**config.mk**
```make
export PLATFORM = sky130hd
export DESIGN_NAME = onewire_scratchpad_checker_top
export DESIGN_NICKNAME = d
export VERILOG_FILES = /design/src/hdl/owsc_pkg.sv /design/src/hdl/owsc_in_reg.sv /design/src/hdl/owsc_frame.sv /design/src/hdl/owsc_out_reg.sv /design/src/hdl/onewire_scratchpad_checker_top.sv
export VERILOG_INCLUDE_DIRS = /design/src /design/src/hdl
export SDC_FILE = /design/constraint.sdc
export NUM_CORES = 1
export LEC_CHECK = 0
export CAP_MARGIN = 10
export CORE_UTILIZATION = 35
export CTS_BUF_LIST = sky130_fd_sc_hd__clkbuf_16
export CTS_CLUSTER_SIZE = 14
export DETAILED_ROUTE_END_ITERATION = 8
export DONT_BUFFER_PORTS = 1
export HOLD_SLACK_MARGIN = 0.03
export SYNTH_ARGS = -nofsm -noshare
export SYNTH_HDL_FRONTEND = slang
export SYNTH_SLANG_ARGS = --single-unit
```
**constraint.sdc**
```tcl
create_clock -name clk -period 4.55 [get_ports clk]
set_input_delay 0.91 -clock clk [delete_from_list [all_inputs] [get_ports clk]]
set_output_delay 0.91 -clock clk [all_outputs]
set_load 0.02 [all_outputs]
```
**src/hdl/assert_macros.svh**
```systemverilog
// ----------------------------------------------------------------------------
// Assertion macros
// Shared concurrent assertion forms, clocked on clk and disabled in reset.
// ----------------------------------------------------------------------------
`ifndef ASSERT_MACROS_SVH
`define ASSERT_MACROS_SVH

// Check a property on every rising edge of clk outside reset.
`define ASSERT_ALWAYS(label, prop, msg) \
  label: assert property (@(posedge clk) disable iff (rst) (prop)) else $error(msg);

// Check that an antecedent implies a consequent on the next rising edge.
`define ASSERT_NEXT(label, ante, cons, msg) \
  label: assert property (@(posedge clk) disable iff (rst) (ante) |=> (cons)) \
    else $error(msg);

`endif

```
**src/hdl/owsc_pkg.sv**
```systemverilog
// ----------------------------------------------------------------------------
// owsc_pkg
// Types, constants and the CRC-8 step shared by the scratchpad checker.
// ----------------------------------------------------------------------------
package owsc_pkg;

  localparam int IDX_W = 4;

  // Bytes in one scratchpad frame
  localparam logic [IDX_W-1:0] FRAME_BYTES = 4'd9;

  // Reflected CRC-8 polynomial, LSB first
  localparam logic [7:0] CRC_POLY = 8'h8C;

  localparam logic STATUS_GOOD  = 1'b0;
  localparam logic STATUS_ERROR = 1'b1;

  typedef struct packed {
    logic [7:0] data_byte;
    logic       first_of_frame;
  } owsc_item_t;

  typedef struct packed {
    logic signed [15:0] temperature;
    logic               status;
  } owsc_result_t;

  // One byte through the CRC, bit 0 first
  function automatic logic [7:0] crc8_update(input logic [7:0] crc,
                                             input logic [7:0] data);
    logic [7:0] c;
    logic [7:0] d;
    c = crc;
    d = data;
    for (int i = 0; i < 8; i++) begin
      if (c[0] ^ d[0]) begin
        c = (c >> 1) ^ CRC_POLY;
      end else begin
        c = c >> 1;
      end
      d = d >> 1;
    end
    return c;
  endfunction

endpackage

```
**src/hdl/owsc_in_reg.sv**
```systemverilog
// ----------------------------------------------------------------------------
// owsc_in_reg
// Input register: captures one item and holds it until the frame logic
// takes it.
// ----------------------------------------------------------------------------
module owsc_in_reg (
  input  logic                 clk,
  input  logic                 rst,
  input  logic [7:0]           data_byte,
  input  logic                 first_of_frame,
  input  logic                 valid,
  output logic                 stall,
  input  logic                 take,
  output logic                 item_valid,
  output owsc_pkg::owsc_item_t item
);

  // Hold while the stored item cannot move on
  assign stall = item_valid && !take;

  always_ff @(posedge clk) begin
    if (rst) begin
      item_valid <= 1'b0;
    end else if (!stall) begin
      item_valid <= valid;
    end
  end

  always_ff @(posedge clk) begin
    if (valid && !stall) begin
      item.data_byte      <= data_byte;
      item.first_of_frame <= first_of_frame;
    end
  end

endmodule

```
**src/hdl/owsc_frame.sv**
```systemverilog
// ----------------------------------------------------------------------------
// owsc_frame
// Frame tracker: running CRC, byte count and temperature bytes; builds the
// result when the last byte of a frame is taken.
// ----------------------------------------------------------------------------
`include "assert_macros.svh"

module owsc_frame (
  input  logic                   clk,
  input  logic                   rst,
  input  logic                   item_valid,
  input  owsc_pkg::owsc_item_t   item,
  input  logic                   out_busy,
  output logic                   take,
  output logic                   res_valid,
  output owsc_pkg::owsc_result_t res
);

  logic [7:0]                   running_crc;
  logic [owsc_pkg::IDX_W-1:0]   byte_index;
  logic [7:0]                   temp_low_byte;
  logic [7:0]                   temp_high_byte;

  logic [7:0]                   base_crc;
  logic [owsc_pkg::IDX_W-1:0]   base_index;
  logic [7:0]                   crc_next;
  logic [owsc_pkg::IDX_W-1:0]   index_next;
  logic [7:0]                   low_next;
  logic [7:0]                   high_next;
  logic                         done;

  always_comb begin
    // A marked byte restarts the frame
    base_crc   = item.first_of_frame ? 8'h00 : running_crc;
    base_index = item.first_of_frame ? '0 : byte_index;
    crc_next   = owsc_pkg::crc8_update(base_crc, item.data_byte);
    index_next = base_index + 1'b1;
    low_next   = (base_index == 4'd0) ? item.data_byte : temp_low_byte;
    high_next  = (base_index == 4'd1) ? item.data_byte : temp_high_byte;
    done       = (index_next == owsc_pkg::FRAME_BYTES);
  end

  // A frame-ending item waits while the result register is full and stalled
  assign take      = item_valid && (!done || !out_busy);
  assign res_valid = take && done;

  always_comb begin
    res.temperature = {high_next, low_next};
    res.status      = (crc_next != 8'h00) ? owsc_pkg::STATUS_ERROR
                                          : owsc_pkg::STATUS_GOOD;
  end

  always_ff @(posedge clk) begin
    if (rst) begin
      running_crc    <= 8'h00;
      byte_index     <= '0;
      temp_low_byte  <= 8'h00;
      temp_high_byte <= 8'h00;
    end else if (take) begin
      temp_low_byte  <= low_next;
      temp_high_byte <= high_next;
      if (done) begin
        running_crc <= 8'h00;
        byte_index  <= '0;
      end else begin
        running_crc <= crc_next;
        byte_index  <= index_next;
      end
    end
  end

  `ASSERT_ALWAYS(a_index_in_frame, byte_index < owsc_pkg::FRAME_BYTES, "byte count left frame range")
  `ASSERT_ALWAYS(a_no_overwrite, !(res_valid && out_busy), "result issued into a full register")
  `ASSERT_NEXT(a_clear_on_done, res_valid, (byte_index == '0) && (running_crc == 8'h00), "frame not cleared after result")

endmodule

```
**src/hdl/owsc_out_reg.sv**
```systemverilog
// ----------------------------------------------------------------------------
// owsc_out_reg
// Result register: holds one result until the receiver takes it.
// ----------------------------------------------------------------------------
module owsc_out_reg (
  input  logic                   clk,
  input  logic                   rst,
  input  logic                   res_valid,
  input  owsc_pkg::owsc_result_t res,
  input  logic                   stall,
  output logic                   valid,
  output logic signed [15:0]     temperature,
  output logic                   status,
  output logic                   busy
);

  assign busy = valid && stall;

  always_ff @(posedge clk) begin
    if (rst) begin
      valid <= 1'b0;
    end else if (res_valid) begin
      valid <= 1'b1;
    end else if (!stall) begin
      valid <= 1'b0;
    end
  end

  always_ff @(posedge clk) begin
    if (res_valid) begin
      temperature <= res.temperature;
      status      <= res.status;
    end
  end

endmodule

```
**src/hdl/onewire_scratchpad_checker_top.sv**
```systemverilog
// ----------------------------------------------------------------------------
// onewire_scratchpad_checker_top
// Checks 1-Wire scratchpad frames byte by byte and reports temperature and
// CRC status once per frame.
// ----------------------------------------------------------------------------
// Usage:
//   Input channel (in_valid / in_stall): one scratchpad byte per item, with
//   first_of_frame set on the first byte of a frame to restart CRC and count.
//   Output channel (out_valid / out_stall): one item per completed frame of
//   FRAME_BYTES bytes, temperature as signed Q12.4 from bytes 1:0 and status
//   0 for a good CRC, 1 for a mismatch.
//   Throughput: one byte per cycle while no frame-ending byte is held back.
//   The CRC pass over a byte is combinational logic that feeds the result
//   register. Path: an accepted byte waits in the input register, and the
//   result of a frame-ending byte is loaded into the result register.
//   Reset: clears both valid flags, the running CRC and the byte count.
//   Receiver stall: the result holds; bytes that do not end a frame still
//   flow, and a frame-ending byte waits in the input register, which then
//   stalls the sender.
// ----------------------------------------------------------------------------
module onewire_scratchpad_checker_top (
  input  logic               clk,
  input  logic               rst,
  input  logic [7:0]         data_byte,
  input  logic               first_of_frame,
  input  logic               in_valid,
  output logic               in_stall,
  output logic signed [15:0] temperature,
  output logic               status,
  output logic               out_valid,
  input  logic               out_stall
);

  logic                   item_valid;
  owsc_pkg::owsc_item_t   item;
  logic                   take;
  logic                   res_valid;
  owsc_pkg::owsc_result_t res;
  logic                   out_busy;

  owsc_in_reg u_in_reg (
    .clk            (clk),
    .rst            (rst),
    .data_byte      (data_byte),
    .first_of_frame (first_of_frame),
    .valid          (in_valid),
    .stall          (in_stall),
    .take           (take),
    .item_valid     (item_valid),
    .item           (item)
  );

  owsc_frame u_frame (
    .clk        (clk),
    .rst        (rst),
    .item_valid (item_valid),
    .item       (item),
    .out_busy   (out_busy),
    .take       (take),
    .res_valid  (res_valid),
    .res        (res)
  );

  owsc_out_reg u_out_reg (
    .clk         (clk),
    .rst         (rst),
    .res_valid   (res_valid),
    .res         (res),
    .stall       (out_stall),
    .valid       (out_valid),
    .temperature (temperature),
    .status      (status),
    .busy        (out_busy)
  );

endmodule

```
==> results.md <==
- Status: completed
- Critical path's slowest cell: nor2_1
- Crit path cell chain: buf_4 -> nand2b_1 -> inv_1 -> ha_1 -> xnor2_1 -> nand2_1 -> nor3_2 -> nand2_1 -> nor2_1
- IO Pins: 32
- Simple-gate area share of the yosys netlist: about 20%
- Hold Path Class: register to register
- Antenna diodes: 0
- Endpoint class of the critical path: output pin
- First-pass GRT wire length: about 7800 µm
- Final Setup Violations: 0
- Crit path time final: approximately 3.4 ns
- Initial Utilization: between 30% and 40%
- # port buffers: 0
- Min-Delay Path Depth: 2
- Final hold vios: 0
- Synth cell types: 43
- Compound-gate portion of the synthesized area: 7.14%
- Sequential cell area: between 0.001 and 0.0015 mm²
- Syn_area_per_cell: 11.6 µm²
- Area of the core: roughly 0.0073 mm²
- Worst Setup SP: u_in_reg.item[0]
- CTS tree: built
- Final #Nets: 248
- Gr ovfl total: 0
- Leakage: 0.989 nW
- VDD IR max: between 0.2 and 0.3 mV
- Syn nets: 249
- Multi-input gate area: about 0.0012 mm²
- Initial antenna violation count: 0
- Power per cell area: ~410 mW/mm²
- Finished Layout Cells: approximately 330
- CP peak stage delay: between 0.3 and 0.4 ns
- Min-delay src: u_frame.running_crc[1]
- Die width: roughly 90 µm
- Most area-consuming cells after synthesis: edfxtp_1, dfxtp_1, xnor2_1
- Yosys synthesis warning count: 0
- Worst EP arrival: between 2 and 2.5 ns
- Full die area: 0.00801 mm²
- Hold Buf Count CTS: 0
- Most frequent cell after synthesis: nor2_1
- WL/cell: between 10 and 15 µm
- H-tree depth: 2
- Mapped cell area: about 0.0027 mm²
- Skew final: 0.00695 ns
- Critical Path Fanout Max: 20
- RSZ-0062 raised after global routing: false
- Register bit count reported by yosys: 56
- Pins over their slew limit: 0
- Drt first pass iters: 4
- Prevailing post-synth register cell: dfxtp_1
- Largest net degree at the start of global routing: 36
- Total global-route track usage: 13.2%
- Max-cap violations: 0
- Clk_lat worst skew: just under 0.3 ns
- Worst reg2reg path startpoint: u_in_reg.item[0]
- Chip height: 89.5 µm
- CP startpoint kind: register
- Vias/cell: a little under 5
- Setup TNS: 0 ns
- Post-synth top area share: between 20% and 30%
- Post-synthesis xor/xnor area fraction: about a tenth
- Mux share of post-synthesis cell area: just under 7%
- CTS sink cnt: 56
- Reg2reg setup slack: 1.72 ns
- Vias: approximately 1600
- Clock transition at the registers of the reported paths: 0.06 ns
- Vias in the first global route: between 1500 and 2000
- CTS root buf: clkbuf_16
- Fraction of layout instances using a drive strength above 1: 22.0%
- Postcts setup bufs: 0
- Cts repair resizes: 0
- Max Fclk: slightly below 0.3 GHz
- Max clock buf depth: 2
- Fin crit share: between 70% and 80%
- Detailed router's first-iteration violation count: a little over 50
- Largest family of logic cells by synthesized area: simple AND/OR/NAND/NOR gates
- Setup CP Type: register to output pin
- Placer Congestion: 0.800
- Post-synthesis cell count: between 200 and 250
- Max_slew headroom: a little under half
- Top post-synthesis cells by count: nor2_1, dfxtp_1, edfxtp_1, xnor2_1, nor3_2
- Largest area contributor in the netlist: edfxtp_1
- # fillers: roughly 690
- Cts bufs inserted: 5
- Final ANT Viol Nets: 0
- Hpwl dp: about 3200 µm
- R2R cell count: 10
- Worst-margin pin slew: between 0.8 and 0.9 ns
- Adder-Cell Fraction of Synth Area: 1.87%
- Most used cell along the critical path: nand2_1
- DRC: 0
- Worst EP required: between 3 and 4 ns
- Hold Path Sink: u_frame.running_crc[1]
- Ys async rst share: 0%
- Area Overhead vs Synth: 8.68%
- EDFF count, synth: 26
- Sequential element share of the synthesized area: around half
- Post-Place Cells: between 300 and 400
- FF-to-FF End: u_in_reg.item[0]
- Utilization after layout: roughly two fifths
- Row Count: 31
- Routed WL: 4860 µm
==> cell families (layout without fill, tap and decap cells) <==
kind of cell,count (synthesis),in the layout
simple gates,96,96
flops,56,56
xor+xnor,25,25
compound gates,22,22
mux,16,16
buf+inv,13,13
fa+ha+maj,4,4
==> metal layers <==
| layer | up-vias | GRT usage, % | wire length (µm) | part of all wire, % |
|---|---|---|---|---|
| li1 | 803 | - | - | - |
| met1 | 758 | 17.9 | 2370 | 49 |
| met2 | 39 | 20.8 | 2290 | 47 |
| met3 | 5 | 2.77 | 155 | 3.2 |
| met4 | 0 | 4.76 | 40 | 0.82 |
| met5 | - | 0 | 0 | 0 |
==> worst max-delay path: cells and delay by family, from the launching register on <==
kind	cells	cell delay (ns)
adder cells (fa/ha/maj)	1	0.24
buffers and inverters	2	0.33
flip-flops	1	0.32
AND/OR/NAND/NOR	5	1.18
XOR/XNOR	1	0.14
==> how the worst max path moves through the flow <==
| stage | endpoint | slack, ns | cells after the start |
|---|---|---|---|
| after floorplan | in_stall | 1.57 | 10 |
| after global placement | in_stall | 1.52 | 9 |
| after detailed placement | in_stall | 1.46 | 9 |
| after CTS | in_stall | 1.12 | 9 |
| after global routing | in_stall | 0.90 | 9 |
| final | in_stall | 1.15 | 9 |
==> report_power, final <==
| part | leakage (nW) | internal [W] | switching (W) | total (W) |
|---|---|---|---|---|
| Sequential | 0.485 | 0.000558 | 0.0000271 | 0.000585 |
| Clock | 0.0814 | 0.000259 | 0.000173 | 0.000432 |
| Combinational | 0.422 | 0.0000954 | 0.0000953 | 0.000191 |
| Total | 0.989 | 0.000912 | 0.000295 | 0.00121 |
==> registers in the layout, indices dropped and copies added, names as in the netlist, 4 cells and up <==
| signal | flops |
|---|---|
| u_out_reg.temperature | 16 |
| u_in_reg.item | 9 |
| u_frame.temp_low_byte | 8 |
| u_frame.temp_high_byte | 8 |
| u_frame.running_crc | 8 |
| u_frame.byte_index | 4 |
==> layout by cell type (no fill, tap or decap), types with 3 or more instances in the layout <==
| cell type | instances |
|---|---|
| clkbuf_16 | 5 |
| ha_1 | 4 |
| inv_1 | 3 |
| edfxtp_1 | 26 |
| nor2b_1 | 6 |
| a21oi_1 | 3 |
| xnor2_1 | 22 |
| a22oi_1 | 6 |
| dfxtp_1 | 30 |
| nor3_2 | 17 |
| nand2_1 | 10 |
| mux2_2 | 16 |
| nor2_1 | 47 |
==> stage by stage <==
stage	power [W]	hold WS (ns)	instance area, µm²	worst slack (ns)
3_3_place_gp	0.000783	0.467	2750	1.52
2_1_floorplan	0.000761	0.453	2680	1.57
4_1_cts	0.00122	0.490	2910	1.12
5_1_grt	0.00126	0.516	2910	0.896
3_5_place_dp	0.000786	0.478	2750	1.46
6_report	0.00121	0.489	2910	1.15
==> area by class of cell <==
class / instances / share of cell area, %
Timing Repair Buffer: 2 / 0.515
Clock buffer: 5 / 4.30
Multi-Input combinational cell: 163 / 41.7
Clock inverter: 3 / 1.46
Sequential cell: 56 / 47.4
Tap cell: 99 / 4.25
Inverter: 3 / 0.387
No activity file was read; power rests on OpenSTA's default activity.
